### config.mk
export PLATFORM = sky130hd
export DESIGN_NAME = gamepad_axis_button_mapper
export DESIGN_NICKNAME = d
export VERILOG_FILES = /design/src/sv/gamepad_pkg.sv /design/src/sv/gamepad_div.sv /design/src/sv/gamepad_ctrl.sv /design/src/sv/gamepad_dp.sv /design/src/sv/gamepad_axis_button_mapper.sv
export SDC_FILE = /design/constraint.sdc
export NUM_CORES = 1
export LEC_CHECK = 0
export BUFFER_PORTS_ARGS = -buffer_cell sky130_fd_sc_hd__buf_2
export CAP_MARGIN = 20
export CORE_MARGIN = 1.5
export CORE_UTILIZATION = 45
export DETAILED_ROUTE_END_ITERATION = 12
export GPL_TIMING_DRIVEN = 0
export SKIP_LAST_GASP = 1
export SLEW_MARGIN = 20
export SYNTH_ARGS = -nofsm -noshare
export SYNTH_HDL_FRONTEND = slang
export SYNTH_SLANG_ARGS = --single-unit
### constraint.sdc
create_clock -name clk_i -period 5.2 [get_ports clk_i]
set_input_delay 0.78 -clock clk_i [delete_from_list [all_inputs] [get_ports clk_i]]
set_output_delay 0.78 -clock clk_i [all_outputs]
set_load 0.05 [all_outputs]
### src/sv/gamepad_pkg.sv
// gamepad mapper package: shared types, constants and control structs
// used by the controller, datapath and top level
package gamepad_pkg;

  localparam int unsigned MainRad    = 72;
  localparam int unsigned MainCorner = 40;
  localparam int unsigned SubRad     = 59;
  localparam int unsigned SubCorner  = 31;
  localparam int unsigned DeadZone   = 15;

  localparam logic [1:0] CFG_CHORD  = 2'd0;
  localparam logic [1:0] CFG_THRESH = 2'd1;
  localparam logic [1:0] CFG_TAPMAX = 2'd2;
  localparam logic [1:0] CFG_ZPULSE = 2'd3;

  localparam logic [1:0] CTX_NATIVE = 2'd0;
  localparam logic [1:0] CTX_LOOK   = 2'd1;
  localparam logic [1:0] CTX_ZOOM   = 2'd2;

  typedef enum logic [1:0] {
    DIV_MX = 2'd0,
    DIV_MY = 2'd1,
    DIV_SX = 2'd2,
    DIV_SY = 2'd3
  } div_sel_e;

  // controller to datapath
  typedef struct packed {
    logic     load;      // capture input item and run the poll logic
    logic     div_start; // start one clamp division
    div_sel_e div_sel;   // which axis the division serves
    logic     div_take;  // write the quotient back
    logic     out_load;  // move results to the output register
  } dp_cmd_t;

  // datapath to controller
  typedef struct packed {
    logic div_busy;
    logic main_clamp;
    logic sub_clamp;
  } dp_sts_t;

  // |v| * 100 / 128, magnitude only
  function automatic logic [6:0] scale_mag(input logic signed [7:0] v);
    logic [7:0]  m;
    logic [14:0] p;
    begin
      m = v[7] ? 8'(-v) : 8'(v);
      p = 15'(m) * 15'd100;
      scale_mag = p[13:7];
    end
  endfunction

  // dead zone on a magnitude
  function automatic logic [6:0] dz_mag(input logic [6:0] m);
    begin
      dz_mag = (m <= 7'(DeadZone)) ? 7'd0 : 7'(m - 7'(DeadZone));
    end
  endfunction

  function automatic logic [7:0] trig_clamp(input logic [7:0] t);
    logic [7:0] c;
    begin
      c = (t > 8'd180) ? 8'd180 : t;
      trig_clamp = (t <= 8'd30) ? 8'd0 : 8'(c - 8'd30);
    end
  endfunction

endpackage

### src/sv/gamepad_div.sv
// gamepad mapper divider: restoring unsigned division, one quotient bit a cycle
// standalone, no package dependencies
module gamepad_div (
  input  logic        clk_i,
  input  logic        rst_ni,
  input  logic        start_i,
  input  logic [17:0] num_i,
  input  logic [12:0] den_i,
  output logic        busy_o,
  output logic [17:0] quot_o
);
  logic [4:0]  cnt_q, cnt_d;
  logic [17:0] quot_q, quot_d;
  logic [13:0] rem_q, rem_d;
  logic [12:0] den_q, den_d;
  logic [13:0] trial;

  always_comb begin
    cnt_d  = cnt_q;
    quot_d = quot_q;
    rem_d  = rem_q;
    den_d  = den_q;
    trial  = {rem_q[12:0], quot_q[17]};
    if (start_i) begin
      cnt_d  = 5'd18;
      quot_d = num_i;
      rem_d  = '0;
      den_d  = den_i;
    end else if (cnt_q != 5'd0) begin
      cnt_d = 5'(cnt_q - 5'd1);
      if (trial >= {1'b0, den_q}) begin
        rem_d  = 14'(trial - {1'b0, den_q});
        quot_d = {quot_q[16:0], 1'b1};
      end else begin
        rem_d  = trial;
        quot_d = {quot_q[16:0], 1'b0};
      end
    end
  end

  always_ff @(posedge clk_i or negedge rst_ni) begin
    if (!rst_ni) begin
      cnt_q <= '0;
    end else begin
      cnt_q <= cnt_d;
    end
  end

  always_ff @(posedge clk_i) begin
    quot_q <= quot_d;
    rem_q  <= rem_d;
    den_q  <= den_d;
  end

  assign busy_o = (cnt_q != 5'd0);
  assign quot_o = quot_q;
endmodule

### src/sv/gamepad_ctrl.sv
// gamepad mapper controller: sequences load, up to four clamp divisions, output
// depends on gamepad_pkg
module gamepad_ctrl (
  input  logic                clk_i,
  input  logic                rst_ni,
  input  logic                in_valid_i,
  output logic                in_stall_o,
  output logic                out_valid_o,
  input  logic                out_stall_i,
  output gamepad_pkg::dp_cmd_t cmd_o,
  input  gamepad_pkg::dp_sts_t sts_i
);
  import gamepad_pkg::*;

  typedef enum logic [4:0] {
    ST_IDLE  = 5'b00001,
    ST_START = 5'b00010,
    ST_WAIT  = 5'b00100,
    ST_OUT   = 5'b01000,
    ST_HOLD  = 5'b10000
  } state_e;

  state_e   state_q, state_d;
  div_sel_e sel_q, sel_d;
  logic     ov_q, ov_d;
  logic     need;

  // does the current axis need a divide
  always_comb begin
    unique case (sel_q)
      DIV_MX, DIV_MY: need = sts_i.main_clamp;
      default:        need = sts_i.sub_clamp;
    endcase
  end

  always_comb begin
    state_d = state_q;
    sel_d   = sel_q;
    ov_d    = ov_q;
    cmd_o   = '0;
    cmd_o.div_sel = sel_q;
    if (ov_q && !out_stall_i) ov_d = 1'b0;
    unique case (state_q)
      ST_IDLE: begin
        if (in_valid_i) begin
          cmd_o.load = 1'b1;
          sel_d   = DIV_MX;
          state_d = ST_START;
        end
      end
      ST_START: begin
        if (need) begin
          cmd_o.div_start = 1'b1;
          state_d = ST_WAIT;
        end else if (sel_q == DIV_SY) begin
          state_d = ST_OUT;
        end else begin
          sel_d = div_sel_e'(2'(sel_q + 2'd1));
        end
      end
      ST_WAIT: begin
        if (!sts_i.div_busy) begin
          cmd_o.div_take = 1'b1;
          if (sel_q == DIV_SY) state_d = ST_OUT;
          else begin
            sel_d   = div_sel_e'(2'(sel_q + 2'd1));
            state_d = ST_START;
          end
        end
      end
      ST_OUT: begin
        if (!ov_d) begin
          cmd_o.out_load = 1'b1;
          ov_d    = 1'b1;
          state_d = ST_IDLE;
        end
      end
      ST_HOLD: state_d = ST_IDLE;
      default: state_d = ST_IDLE;
    endcase
  end

  always_ff @(posedge clk_i or negedge rst_ni) begin
    if (!rst_ni) begin
      state_q <= ST_IDLE;
      sel_q   <= DIV_MX;
      ov_q    <= 1'b0;
    end else begin
      state_q <= state_d;
      sel_q   <= sel_d;
      ov_q    <= ov_d;
    end
  end

  assign in_stall_o  = (state_q != ST_IDLE);
  assign out_valid_o = ov_q;
endmodule

### src/sv/gamepad_dp.sv
// gamepad mapper datapath: poll state, button logic, octagon clamp operands
// depends on gamepad_pkg and gamepad_div
module gamepad_dp (
  input  logic                clk_i,
  input  logic                rst_ni,
  input  gamepad_pkg::dp_cmd_t cmd_i,
  output gamepad_pkg::dp_sts_t sts_o,
  input  logic                cfg_we_i,
  input  logic [1:0]          cfg_index_i,
  input  logic [7:0]          cfg_data_i,
  input  logic [6:0]          face_buttons_i,
  input  logic [3:0]          dpad_bits_i,
  input  logic [7:0]          left_trigger_raw_i,
  input  logic [7:0]          right_trigger_raw_i,
  input  logic signed [7:0]   main_x_raw_i,
  input  logic signed [7:0]   main_y_raw_i,
  input  logic signed [7:0]   second_x_raw_i,
  input  logic signed [7:0]   second_y_raw_i,
  input  logic [1:0]          context_mode_i,
  input  logic                caps_dual_i,
  input  logic [1:0]          debug_flags_i,
  input  logic                device_changed_i,
  output logic [12:0]         button_word_o,
  output logic signed [7:0]   stick_x_o,
  output logic signed [7:0]   stick_y_o,
  output logic signed [6:0]   substick_x_o,
  output logic signed [6:0]   substick_y_o,
  output logic [7:0]          trigger_left_o,
  output logic [7:0]          trigger_right_o,
  output logic                dual_mode_o
);
  import gamepad_pkg::*;

  // configuration
  logic       chord_q;
  logic [6:0] thr_q;
  logic [7:0] tapmax_q, zpulse_q;
  // kept state
  logic       dual_q, tclean_q, sheld_q, smask_q;
  logic [1:0] vote_q;
  logic [7:0] tcnt_q, zleft_q;
  // per poll working registers
  logic [6:0] mx_q, my_q, sx_q, sy_q;   // magnitudes after dead zone
  logic       mxn_q, myn_q, sxn_q, syn_q;
  logic       synth_q;                  // substick is synthesized
  logic signed [6:0] cxs_q, cys_q;
  logic       mclamp_q, sclamp_q;
  logic [12:0] d_main_q, d_sub_q;
  logic [12:0] bw_q;
  logic [7:0] tl_q, tr_q;
  // output register
  logic [12:0] bw_o_q;
  logic signed [7:0] ox_q, oy_q;
  logic signed [6:0] osx_q, osy_q;
  logic [7:0] otl_q, otr_q;
  logic       odual_q;

  // combinational poll logic, on the raw input item
  logic       dual_n, tclean_n, sheld_n, smask_n;
  logic [1:0] vote_n;
  logic [7:0] tcnt_n, zleft_n;
  logic       tclean_c, sheld_c, smask_c, dual_c;
  logic [1:0] vote_c;
  logic [7:0] tcnt_c, zleft_c;
  logic [1:0] cz;
  logic       over;
  logic [12:0] b;
  logic [7:0] tl, tr;
  logic signed [1:0] dx, dy;
  logic signed [6:0] lcx, lcy;
  logic [6:0] amx, amy, asx, asy;
  logic [12:0] dm, ds;

  function automatic logic [12:0] oct_d(input logic [6:0] x, input logic [6:0] y,
                                        input logic [5:0] c, input logic [6:0] r);
    logic [12:0] cx, cy, rx, ry;
    begin
      cx = 13'(x) * 13'(c);
      cy = 13'(y) * 13'(c);
      rx = 13'(x) * 13'(7'(r - 7'(c)));
      ry = 13'(y) * 13'(7'(r - 7'(c)));
      oct_d = (y <= x) ? 13'(cx + ry) : 13'(cy + rx);
    end
  endfunction

  function automatic logic [12:0] dpw(input logic [3:0] d);
    begin
      dpw = {9'd0, d[0], d[1], d[3], d[2]};
    end
  endfunction

  always_comb begin
    dual_c   = device_changed_i ? 1'b0 : dual_q;
    vote_c   = device_changed_i ? 2'd0 : vote_q;
    tcnt_c   = device_changed_i ? 8'd0 : tcnt_q;
    tclean_c = device_changed_i ? 1'b0 : tclean_q;
    zleft_c  = device_changed_i ? 8'd0 : zleft_q;
    sheld_c  = device_changed_i ? 1'b0 : sheld_q;
    smask_c  = device_changed_i ? 1'b0 : smask_q;
    cz   = face_buttons_i[6:5];
    over = (second_x_raw_i > $signed({1'b0, thr_q})) ||
           (second_x_raw_i < -$signed({1'b0, thr_q})) ||
           (second_y_raw_i > $signed({1'b0, thr_q})) ||
           (second_y_raw_i < -$signed({1'b0, thr_q}));
    dual_n = dual_c;
    vote_n = vote_c;
    if (!dual_c) begin
      if (caps_dual_i || (cz != 2'd0)) dual_n = 1'b1;
      else if (over) begin
        vote_n = 2'(vote_c + 2'd1);
        if (vote_n >= 2'd2) dual_n = 1'b1;
      end else vote_n = 2'd0;
    end
    tl = trig_clamp(left_trigger_raw_i);
    tr = trig_clamp(right_trigger_raw_i);
    b = {face_buttons_i[4], face_buttons_i[3], face_buttons_i[2], face_buttons_i[1],
         face_buttons_i[0], 1'b0, (tl != 8'd0), (tr != 8'd0), 5'd0};
    tcnt_n = tcnt_c;
    tclean_n = tclean_c;
    zleft_n = zleft_c;
    dx = 2'sd0;
    dy = 2'sd0;
    lcx = '0;
    lcy = '0;
    if (dual_n) begin
      if (cz != 2'd0) b[4] = 1'b1;
      b = b | dpw(dpad_bits_i);
      tcnt_n = '0;
      tclean_n = 1'b0;
      zleft_n = '0;
    end else begin
      dx = $signed({1'b0, dpad_bits_i[3]}) - $signed({1'b0, dpad_bits_i[2]});
      dy = $signed({1'b0, dpad_bits_i[0]}) - $signed({1'b0, dpad_bits_i[1]});
      case (context_mode_i)
        CTX_LOOK: begin
          if (dx != 0 && dy != 0) begin
            lcx = (dx > 0) ? 7'sd31 : -7'sd31;
            lcy = (dy > 0) ? 7'sd31 : -7'sd31;
          end else begin
            lcx = (dx > 0) ? 7'sd59 : (dx < 0) ? -7'sd59 : 7'sd0;
            lcy = (dy > 0) ? 7'sd59 : (dy < 0) ? -7'sd59 : 7'sd0;
          end
        end
        CTX_ZOOM: begin
          lcy = dpad_bits_i[0] ? 7'sd30 : dpad_bits_i[1] ? -7'sd30 : 7'sd0;
          b = b | dpw(dpad_bits_i & 4'b1100);
        end
        default: b = b | dpw(dpad_bits_i);
      endcase
      if (dpad_bits_i == 4'd0) begin
        if (tclean_c && tcnt_c != 8'd0 && tcnt_c <= tapmax_q) zleft_n = zpulse_q;
        tcnt_n = '0;
        tclean_n = 1'b1;
      end else if (dpad_bits_i == 4'b0010 && context_mode_i == CTX_LOOK && tclean_c) begin
        if (tcnt_c != 8'd255) tcnt_n = 8'(tcnt_c + 8'd1);
      end else tclean_n = 1'b0;
      if (zleft_n != 8'd0) begin
        zleft_n = 8'(zleft_n - 8'd1);
        b[4] = 1'b1;
      end
    end
    sheld_n = sheld_c;
    smask_n = smask_c;
    if (chord_q) begin
      if (b[12]) begin
        if (!sheld_c && debug_flags_i[0] && b[6]) smask_n = 1'b1;
        sheld_n = 1'b1;
      end else begin
        sheld_n = 1'b0;
        smask_n = 1'b0;
      end
      if (smask_n) b[12] = 1'b0;
      if (debug_flags_i[1]) b[4] = 1'b0;
    end
    amx = dz_mag(scale_mag(main_x_raw_i));
    amy = dz_mag(scale_mag(main_y_raw_i));
    asx = dz_mag(scale_mag(second_x_raw_i));
    asy = dz_mag(scale_mag(second_y_raw_i));
    dm = oct_d(amx, amy, 6'(MainCorner), 7'(MainRad));
    ds = oct_d(asx, asy, 6'(SubCorner), 7'(SubRad));
  end

  // divider operands: corner*rad*v / d
  logic        div_busy;
  logic [17:0] div_q, num;
  logic [12:0] den;
  logic [6:0]  vsel;
  logic [11:0] kr;
  always_comb begin
    case (cmd_i.div_sel)
      DIV_MX:  vsel = mx_q;
      DIV_MY:  vsel = my_q;
      DIV_SX:  vsel = sx_q;
      default: vsel = sy_q;
    endcase
    kr  = (cmd_i.div_sel == DIV_MX || cmd_i.div_sel == DIV_MY) ?
          12'(MainCorner * MainRad) : 12'(SubCorner * SubRad);
    num = 18'(kr) * 18'(vsel);
    den = (cmd_i.div_sel == DIV_MX || cmd_i.div_sel == DIV_MY) ? d_main_q : d_sub_q;
  end

  gamepad_div u_div (
    .clk_i  (clk_i),
    .rst_ni (rst_ni),
    .start_i(cmd_i.div_start),
    .num_i  (num),
    .den_i  (den),
    .busy_o (div_busy),
    .quot_o (div_q)
  );

  always_ff @(posedge clk_i or negedge rst_ni) begin
    if (!rst_ni) begin
      chord_q  <= 1'b1;
      thr_q    <= 7'd64;
      tapmax_q <= 8'd10;
      zpulse_q <= 8'd2;
      dual_q   <= 1'b0;
      vote_q   <= '0;
      tcnt_q   <= '0;
      tclean_q <= 1'b0;
      zleft_q  <= '0;
      sheld_q  <= 1'b0;
      smask_q  <= 1'b0;
    end else begin
      if (cfg_we_i) begin
        unique case (cfg_index_i)
          CFG_CHORD:  chord_q  <= cfg_data_i[0];
          CFG_THRESH: thr_q    <= cfg_data_i[6:0];
          CFG_TAPMAX: tapmax_q <= cfg_data_i;
          CFG_ZPULSE: zpulse_q <= cfg_data_i;
          default: ;
        endcase
      end
      if (cmd_i.load) begin
        dual_q   <= dual_n;
        vote_q   <= vote_n;
        tcnt_q   <= tcnt_n;
        tclean_q <= tclean_n;
        zleft_q  <= zleft_n;
        sheld_q  <= sheld_n;
        smask_q  <= smask_n;
      end
    end
  end

  always_ff @(posedge clk_i) begin
    if (cmd_i.load) begin
      mx_q <= amx;  my_q <= amy;  sx_q <= asx;  sy_q <= asy;
      mxn_q <= main_x_raw_i[7];
      myn_q <= !main_y_raw_i[7] && (main_y_raw_i != 8'sd0);
      sxn_q <= second_x_raw_i[7];
      syn_q <= !second_y_raw_i[7] && (second_y_raw_i != 8'sd0);
      synth_q  <= !dual_n;
      cxs_q    <= lcx;
      cys_q    <= lcy;
      d_main_q <= dm;
      d_sub_q  <= ds;
      mclamp_q <= (dm > 13'(MainCorner * MainRad));
      sclamp_q <= dual_n && (ds > 13'(SubCorner * SubRad));
      bw_q <= b;
      tl_q <= tl;
      tr_q <= tr;
    end
    if (cmd_i.div_take) begin
      case (cmd_i.div_sel)
        DIV_MX:  mx_q <= div_q[6:0];
        DIV_MY:  my_q <= div_q[6:0];
        DIV_SX:  sx_q <= div_q[6:0];
        default: sy_q <= div_q[6:0];
      endcase
    end
    if (cmd_i.out_load) begin
      bw_o_q <= bw_q;
      ox_q <= mxn_q ? -$signed({1'b0, mx_q}) : $signed({1'b0, mx_q});
      oy_q <= myn_q ? -$signed({1'b0, my_q}) : $signed({1'b0, my_q});
      osx_q <= synth_q ? cxs_q : (sxn_q ? 7'(-sx_q) : sx_q);
      osy_q <= synth_q ? cys_q : (syn_q ? 7'(-sy_q) : sy_q);
      otl_q <= tl_q;
      otr_q <= tr_q;
      odual_q <= !synth_q;
    end
  end

  assign sts_o.div_busy   = div_busy;
  assign sts_o.main_clamp = mclamp_q;
  assign sts_o.sub_clamp  = sclamp_q;

  assign button_word_o   = bw_o_q;
  assign stick_x_o       = ox_q;
  assign stick_y_o       = oy_q;
  assign substick_x_o    = osx_q;
  assign substick_y_o    = osy_q;
  assign trigger_left_o  = otl_q;
  assign trigger_right_o = otr_q;
  assign dual_mode_o     = odual_q;
endmodule

### src/sv/gamepad_axis_button_mapper.sv
// gamepad mapper top level: controller, datapath and shared clamp divider
// depends on gamepad_pkg, gamepad_ctrl, gamepad_dp
//
//  channel | signals                         | direction
//  in      | in_valid_i, in_stall_o, fields  | poll item in
//  out     | out_valid_o, out_stall_i, fields| status item out
//  cfg     | cfg_we_i, cfg_index_i, cfg_data_i| register write
//
// a poll runs no division when no axis clamps and four when every axis
// clamps; each clamped axis runs the 18-step restoring divider in the datapath.
// reset sets the configuration registers to defaults and clears all kept state.
// the item is accepted only when idle; a stalled result holds in the output
// register and the next item, once computed, waits until it is taken.
module gamepad_axis_button_mapper (
  input  logic              clk_i,
  input  logic              rst_ni,
  input  logic              in_valid_i,
  output logic              in_stall_o,
  output logic              out_valid_o,
  input  logic              out_stall_i,
  input  logic              cfg_we_i,
  input  logic [1:0]        cfg_index_i,
  input  logic [7:0]        cfg_data_i,
  input  logic [6:0]        face_buttons_i,
  input  logic [3:0]        dpad_bits_i,
  input  logic [7:0]        left_trigger_raw_i,
  input  logic [7:0]        right_trigger_raw_i,
  input  logic signed [7:0] main_x_raw_i,
  input  logic signed [7:0] main_y_raw_i,
  input  logic signed [7:0] second_x_raw_i,
  input  logic signed [7:0] second_y_raw_i,
  input  logic [1:0]        context_mode_i,
  input  logic              caps_dual_i,
  input  logic [1:0]        debug_flags_i,
  input  logic              device_changed_i,
  output logic [12:0]       button_word_o,
  output logic signed [7:0] stick_x_o,
  output logic signed [7:0] stick_y_o,
  output logic signed [6:0] substick_x_o,
  output logic signed [6:0] substick_y_o,
  output logic [7:0]        trigger_left_o,
  output logic [7:0]        trigger_right_o,
  output logic              dual_mode_o
);
  import gamepad_pkg::*;

  dp_cmd_t cmd;
  dp_sts_t sts;

  gamepad_ctrl u_ctrl (
    .clk_i      (clk_i),
    .rst_ni     (rst_ni),
    .in_valid_i (in_valid_i),
    .in_stall_o (in_stall_o),
    .out_valid_o(out_valid_o),
    .out_stall_i(out_stall_i),
    .cmd_o      (cmd),
    .sts_i      (sts)
  );

  gamepad_dp u_dp (
    .clk_i              (clk_i),
    .rst_ni             (rst_ni),
    .cmd_i              (cmd),
    .sts_o              (sts),
    .cfg_we_i           (cfg_we_i),
    .cfg_index_i        (cfg_index_i),
    .cfg_data_i         (cfg_data_i),
    .face_buttons_i     (face_buttons_i),
    .dpad_bits_i        (dpad_bits_i),
    .left_trigger_raw_i (left_trigger_raw_i),
    .right_trigger_raw_i(right_trigger_raw_i),
    .main_x_raw_i       (main_x_raw_i),
    .main_y_raw_i       (main_y_raw_i),
    .second_x_raw_i     (second_x_raw_i),
    .second_y_raw_i     (second_y_raw_i),
    .context_mode_i     (context_mode_i),
    .caps_dual_i        (caps_dual_i),
    .debug_flags_i      (debug_flags_i),
    .device_changed_i   (device_changed_i),
    .button_word_o      (button_word_o),
    .stick_x_o          (stick_x_o),
    .stick_y_o          (stick_y_o),
    .substick_x_o       (substick_x_o),
    .substick_y_o       (substick_y_o),
    .trigger_left_o     (trigger_left_o),
    .trigger_right_o    (trigger_right_o),
    .dual_mode_o        (dual_mode_o)
  );

  // load only happens on an accepted item
  a_load_accept: assert property (@(posedge clk_i) disable iff (!rst_ni)
    cmd.load |-> (in_valid_i && !in_stall_o))
    else $error("load without accept");

  // divider never restarted while running
  a_div_idle: assert property (@(posedge clk_i) disable iff (!rst_ni)
    cmd.div_start |-> !sts.div_busy)
    else $error("divider restart while busy");

  // output register not overwritten while a result waits
  a_out_hold: assert property (@(posedge clk_i) disable iff (!rst_ni)
    (out_valid_o && out_stall_i) |-> !cmd.out_load)
    else $error("pending item overwritten");
endmodule
Yosys cells after proc, flatten, opt, wreduce, memory -nomap -nowiden
Cells that the tools add are included.
- register bits: 267
- output and inout port bits: 62
- input bits: 80
- logic and storage cells: 293
- add/sub/neg operators: 27
- multiply operators: 11
- magnitude comparators: 23
- eq/ne operators: 20
- reduce and logical (&&, ||, !) cells: 46
- bitwise gates (word level): 4
- muxes and demuxes: 116
- operator list (cell ; number):
    7-bit two-way mux ; 32
    8-bit two-way mux ; 19
    13-bit two-way mux ; 5
    32-bit nonzero test ; 2
    8-bit by 5-bit multiplier with 12-bit output (second input constant) ; 4
    8-bit nonzero test ; 6
    7-bit by 3-bit multiplier with 10-bit output (second input constant) ; 4
    1-bit two-way mux ; 36
    18-bit two-way mux ; 2
    5-bit two-way mux ; 7
    8-bit negation ; 4
    7-bit by 4-bit <= comparator with 1-bit output (second input constant) ; 4
    7-bit by 4-bit subtractor with 7-bit output (second input constant) ; 4
    12-bit by 12-bit adder with 13-bit output ; 2
    13-bit by 12-bit adder with 13-bit output ; 2
    13-bit by 4-bit bitwise OR with 13-bit output ; 2
    13-bit one-hot mux with 2 select lines ; 1
    7-bit by 5-bit multiplier with 12-bit output (second input constant) ; 2
    7-bit negation with 8-bit output ; 3
    7-bit one-hot mux with 3 select lines ; 1
    5-bit one-hot mux with 4 select lines ; 1
    12-bit by 7-bit multiplier with 18-bit output ; 1
    8-bit greater-than comparator ; 2
    8-bit greater-than comparator (second input constant) ; 2
    other kinds (48) ; 99

Depth between registers and ports, before layout
- depth in word-level cells: 18
- mapped depth: 37
- gate-level depth less buffers: 37

Hierarchy
From an unflattened synthesis, not the netlist that was laid out.
- cell total of the unflattened synthesis: 2344
- area total of the unflattened synthesis: 22948.3 µm²
- modules (own cells, without submodules) (module ; seq. area each (µm²) ; area an instance (µm²) ; times used ; cells each):
    gamepad_dp ; 5561.6 ; 19732.7 ; 1 ; 2048
    gamepad_div ; 1316.3 ; 2712.6 ; 1 ; 240
    gamepad_ctrl ; 176.4 ; 503.0 ; 1 ; 56

Least setup slack after synthesis
OpenSTA, ideal clock, no wires.
- kind: input -> register
- start: in second_x_raw_i[2]
- end: reg u_dp.sclamp_q, data pin
- stages on the path: 32
- slack: -4.284 ns
- data required time: 4.940 ns
- library setup time: 0.260 ns
- arrival time: 9.224 ns
- path buffers: 0
- cells stage by stage: or3_1 -> or4b_2 -> inv_1 -> ha_1 -> inv_1 -> ha_1 -> ha_1 -> ha_1 -> or3b_1 -> a311o_1 -> o311ai_0 -> a21oi_4 -> a31oi_1 -> nor3_1 -> a21oi_1 -> fa_1 -> ha_1 -> xor2_1 -> fa_1 -> inv_1 -> fa_1 -> fa_1 -> inv_1 -> ha_1 -> inv_1 -> o21bai_1 -> a2111oi_0 -> o31ai_1 -> a21oi_1 -> xor2_1 -> a31oi_1 -> mux2_2
- word-level cells in the longest chain between the ends: 10
- elaborated cells on any way between the ends: 22
- classes of those cells: add/sub: 4; mul: 3; order compare: 5; mux: 6; reduce/logical: 4
- ends and longest elaborated chain (element ; RTL line ; text):
    start, declared ; gamepad_axis_button_mapper.sv:30 ; input logic signed [7:0] second_x_raw_i,
    8-bit negation ; gamepad_pkg.sv:48 ; m = v[7] ? 8'(-v) : 8'(v);
    8-bit two-way mux ; gamepad_pkg.sv:48 ;
    8-bit by 5-bit multiplier with 12-bit output ; gamepad_pkg.sv:49 ; p = 15'(m) * 15'd100;
    7-bit by 4-bit subtractor with 7-bit output or 7-bit by 4-bit <= comparator with 1-bit output (tied branches) ; gamepad_pkg.sv:57 ; dz_mag = (m <= 7'(DeadZone)) ? 7'd0 : 7'(m - 7'(DeadZone));
    7-bit two-way mux ; gamepad_pkg.sv:57 ;
    7-bit by 5-bit multiplier with 12-bit output or 7-bit by 3-bit multiplier with 10-bit output (tied branches) ; gamepad_dp.sv:78, gamepad_dp.sv:80 ;
    12-bit by 12-bit adder with 13-bit output ; gamepad_dp.sv:82 ; oct_d = (y <= x) ? 13'(cx + ry) : 13'(cy + rx);
    13-bit two-way mux ; gamepad_dp.sv:82 ;
    13-bit by 11-bit greater-than comparator with 1-bit output ; gamepad_dp.sv:260 ; sclamp_q <= dual_n && (ds > 13'(SubCorner * SubRad));
    1-bit logical AND * ; gamepad_dp.sv:260 ;
    end signal, assigned ; gamepad_dp.sv:260 ;
    end, declared ; gamepad_dp.sv:47 ; logic mclamp_q, sclamp_q;
Mark *: on every way between the ends. The rest lies on a longest branch, timed or not.
A chain may end at the register's enable or synchronous reset.

Final worst setup path
- start: in second_y_raw_i[1]
- end: reg u_dp.sclamp_q, data pin
- word-level cells in the longest chain between the ends: 10
- elaborated cells on any way between the ends: 21
- classes of those cells: add/sub: 4; mul: 3; order compare: 5; mux: 6; reduce/logical: 3
- ends and longest elaborated chain (element ; RTL line ; text):
    start, declared ; gamepad_axis_button_mapper.sv:31 ; input logic signed [7:0] second_y_raw_i,
    8-bit negation ; gamepad_pkg.sv:48 ;
    8-bit two-way mux ; gamepad_pkg.sv:48 ;
    8-bit by 5-bit multiplier with 12-bit output ; gamepad_pkg.sv:49 ;
    7-bit by 4-bit subtractor with 7-bit output or 7-bit by 4-bit <= comparator with 1-bit output (tied branches) ; gamepad_pkg.sv:57 ;
    7-bit two-way mux ; gamepad_pkg.sv:57 ;
    7-bit by 5-bit multiplier with 12-bit output or 7-bit by 3-bit multiplier with 10-bit output (tied branches) ; gamepad_dp.sv:79, gamepad_dp.sv:81 ;
    12-bit by 12-bit adder with 13-bit output ; gamepad_dp.sv:82 ;
    13-bit two-way mux ; gamepad_dp.sv:82 ;
    13-bit by 11-bit greater-than comparator with 1-bit output ; gamepad_dp.sv:260 ;
    1-bit logical AND * ; gamepad_dp.sv:260 ;
Marked as above.

==> impl_metrics.csv <==
group,metric,value,unit
status,status,"finished, violations left",
status,violations,"setup timing",
timing,setup_viol,26,
timing,min_period,8.533,ns
die,coreArea,50170,µm²
die,die_w,228.4,µm
drt,drt-initial-drc-count,994,
synth,seq_area_frac_synth,0.3084,
drt,viasPerCell,5.385,
setup_path,critPathMostFrequentCell,"ha_4",
placement,hpwl,44.26,mm
global_route,grt_pass1_wl,94.51,mm
synth,syn_inst,2368,
clock_network,cts_sinks,258,
global_route,overflow,0,
synth,yosys_warnings,0,
drt,wl_per_cell,17.24,µm
timing,rsz0062_at_grt,"true",
setup_path,cp_slowest_cell,"fa_2",
synth,synth_cell_types,99,
cells_and_area,layout-drive-gt1-share,0.2768,
die,start_util,0.4559,
placement,gp_congestion,0.9339,
drt,wl_met1,25.30,mm
drt,wl_met2,29.14,mm
setup_path,worstPathRequired,5.51,ns
cells_and_area,nets,3189,
setup_path,worst_setup_path_start_kind,"input pin",
timing,fmax,0.1172,GHz
drt,totalWireLength,58.54,mm
setup_path,cp_max_fo,5,
synth,ys_ff_latch,258,
clock_network,clock_latency,0.58,ns
cells_and_area,num_antenna_cells,0,
cells_and_area,fill_cells,4257,
clock_network,cts_tree,"done",
synth,ys_async_sr_fraction,0.2248,
synth,netlist_area,22870,µm²
global_route,grt_pass1_vias,18610,
cells_and_area,layout_commonest_cell,"ha_1",
die,boundaryPins,142,
clock_network,clockBufferDepth,3,
timing,hold_viol,0,
drt,drt-pass1-iter-count,7,
global_route,antenna_found_initial,0,
cells_and_area,final_cell_mix,"ha_1, inv_1, nand2_1",
timing,tns,-38.54,ns
timing,tightest_slew,1.198,ns
die,die_y,228.4,µm
timing,fin_hold_ws,0.08263,ns
worst_hold_path,hold_path.class,"in2async",
drt,drc_errors,0,
job,drv_cap,0,
die,core.rowCount,82,
clock_network,cts_made_buffers,29,
clock_network,clk_pin_slew,0.06,ns
timing,maxSlewHeadroom,0.1938,
clock_network,htree_levels,1,
drt,met3_length,2.397,mm
cells_and_area,area_growth,27.69,%
timing,drv_slew,0,
drt,postRouteAntennaNets,0,
synth,synthFlopType,"edfxtp_1",
placement,port_buffers,138,
clock_network,holdBufCountCts,0,
setup_path,critical_path_class,"in2reg",
global_route,grtUsageTotal,0.2214,
die,die_area,52190,µm²
setup_path,cp.arrival,8.85,ns
clock_network,cts-root-buf,"clkbuf_16",
timing,fin_ws,-3.333,ns
timing,clock-skew-final,0.02162,ns
timing,fin_crit_sh,1.641,
drt,highest_layer,"met4",
synth,synth-edff-count,159,
global_route,grt_max_degree,47,
synth,syn_avg_cell_area,9.659,µm²
drt,vias,18290,
setup_path,slowest_delay,0.62,ns
cells_and_area,fin_util,0.5821,
setup_path,cp-end-kind,"flip-flop",
final cells by class:
| cell class | instances | area, µm² | share of cell area |
|---|---|---|---|
| repair buffers | 304 | 2243 | 0.07682 |
| multi-input cells | 1774 | 16670 | 0.5710 |
| plain buffers | 44 | 245.2 | 0.008397 |
| clock buffers | 41 | 843.3 | 0.02888 |
| inverters | 290 | 1139 | 0.03899 |
| clock inverters | 13 | 162.7 | 0.005570 |
| flip-flops and latches | 258 | 7056 | 0.2416 |
| well taps | 672 | 840.8 | 0.02879 |
flip-flops by register name (all words and copies together) (netlist names), 10 cells and up:
signal	count
u_dp.button_word_o	12
u_dp.bw_q	12
u_dp.d_main_q	10
u_dp.d_sub_q	13
u_dp.u_div.den_q	13
u_dp.u_div.quot_o	18
u_dp.u_div.rem_q	13
through the flow:
stage	setup WS [ns]	instance area, µm²	instances
floorplan	-3.478	23380	2370
global placement	-4.582	24920	3180
detailed placement	-4.630	25080	3186
CTS	-3.354	28000	3351
global route	-3.707	29200	3396
finish	-3.333	29200	3396
critical path: cells and delay by family:
| kind | cells | cell delay, ns |
|---|---|---|
| adder cells (fa/ha/maj) | 11 | 4.03 |
| buffers and inverters | 8 | 0.51 |
| multiplexers | 1 | 0.30 |
| XOR/XNOR | 3 | 0.59 |
| AND/OR/NAND/NOR | 3 | 0.45 |
| AO/OA/AOI/OAI | 10 | 2.14 |
logic make-up (layout without fill, tap and decap cells):
kind of cell    after synthesis  after routing  synth area share
simple gates                630            630            0.1361
flops                       258            258            0.3084
compound gates              473            473            0.1373
fa+ha+maj                   409            409            0.2519
xor+xnor                    169            169           0.06685
mux                          89             89           0.04190
buf+inv                     338            692           0.05722
other cells                   2              4         0.0003283
cell usage after synthesis, drive strengths merged (7+ instances only):
master | number | area share
nand4 | 16 | 0.0044
or3 | 19 | 0.0053
mux2 | 48 | 0.024
o31a | 8 | 0.0031
clkbuf | 38 | 0.0062
nand3b | 9 | 0.0030
o21ai | 120 | 0.027
o21a | 23 | 0.0075
buf | 10 | 0.0034
o31ai | 24 | 0.0079
nand2b | 28 | 0.0077
edfxtp | 159 | 0.21
nor4 | 9 | 0.0025
a21oi | 129 | 0.029
nor2b | 34 | 0.0093
o211ai | 7 | 0.0023
dfrtp | 52 | 0.057
xnor2 | 104 | 0.040
inv | 289 | 0.047
a211oi | 10 | 0.0037
and2 | 25 | 0.0069
a222oi | 7 | 0.0031
a21boi | 7 | 0.0023
a31oi | 26 | 0.0071
dfxtp | 41 | 0.036
or2 | 18 | 0.0049
nand2 | 204 | 0.033
a21o | 36 | 0.012
nor3b | 7 | 0.0025
nor3 | 51 | 0.011
and3 | 14 | 0.0038
mux2i | 41 | 0.018
ha | 322 | 0.18
o21bai | 18 | 0.0059
nor2 | 138 | 0.023
nand3 | 35 | 0.0079
xor2 | 62 | 0.024
fa | 86 | 0.075
repair_timing:
item | CTS | global route
gates cloned | 0 | 0
endpoints found under the setup margin | 32 | 30
setup buffers | 116 | 49
resized for setup | 224 | 156
pin swaps | 142 | 168
layer usage:
layer / vias up / global-route usage
li1: 9010 / -
met1: 8803 / 0.2793
met2: 380 / 0.3949
met3: 95 / 0.02408
met4: 0 / 0.07119
met5: - / 0
path summary, 6_finish.rpt:
check	slack (ns)	start	depth (start not counted)	endpoint
setup / recovery	-3.33	second_y_raw_i[1]	36	u_dp.sclamp_q$_DFFE_PP_
max in group asynchronous	4.56	rst_ni	2	u_dp.thr_q[6]$_DFFE_PN1P_
min in group clk_i	0.38	face_buttons_i[0]	1	u_dp.bw_q[8]$_DFFE_PP_
hold / removal	0.08	rst_ni	1	u_ctrl.sel_q[1]$_DFFE_PN0P_
setup reg to reg	-0.03	u_ctrl.sel_q[1]$_DFFE_PN0P_	19	u_dp.u_div.quot_o[17]$_DFFE_PP_
hold reg to reg	0.42	u_dp.bw_q[1]$_DFFE_PP_	0	u_dp.button_word_o[1]$_DFFE_PP_
Power is not shown: default switching activity piles up to over one toggle a cycle in this logic, so the estimate is an artifact.
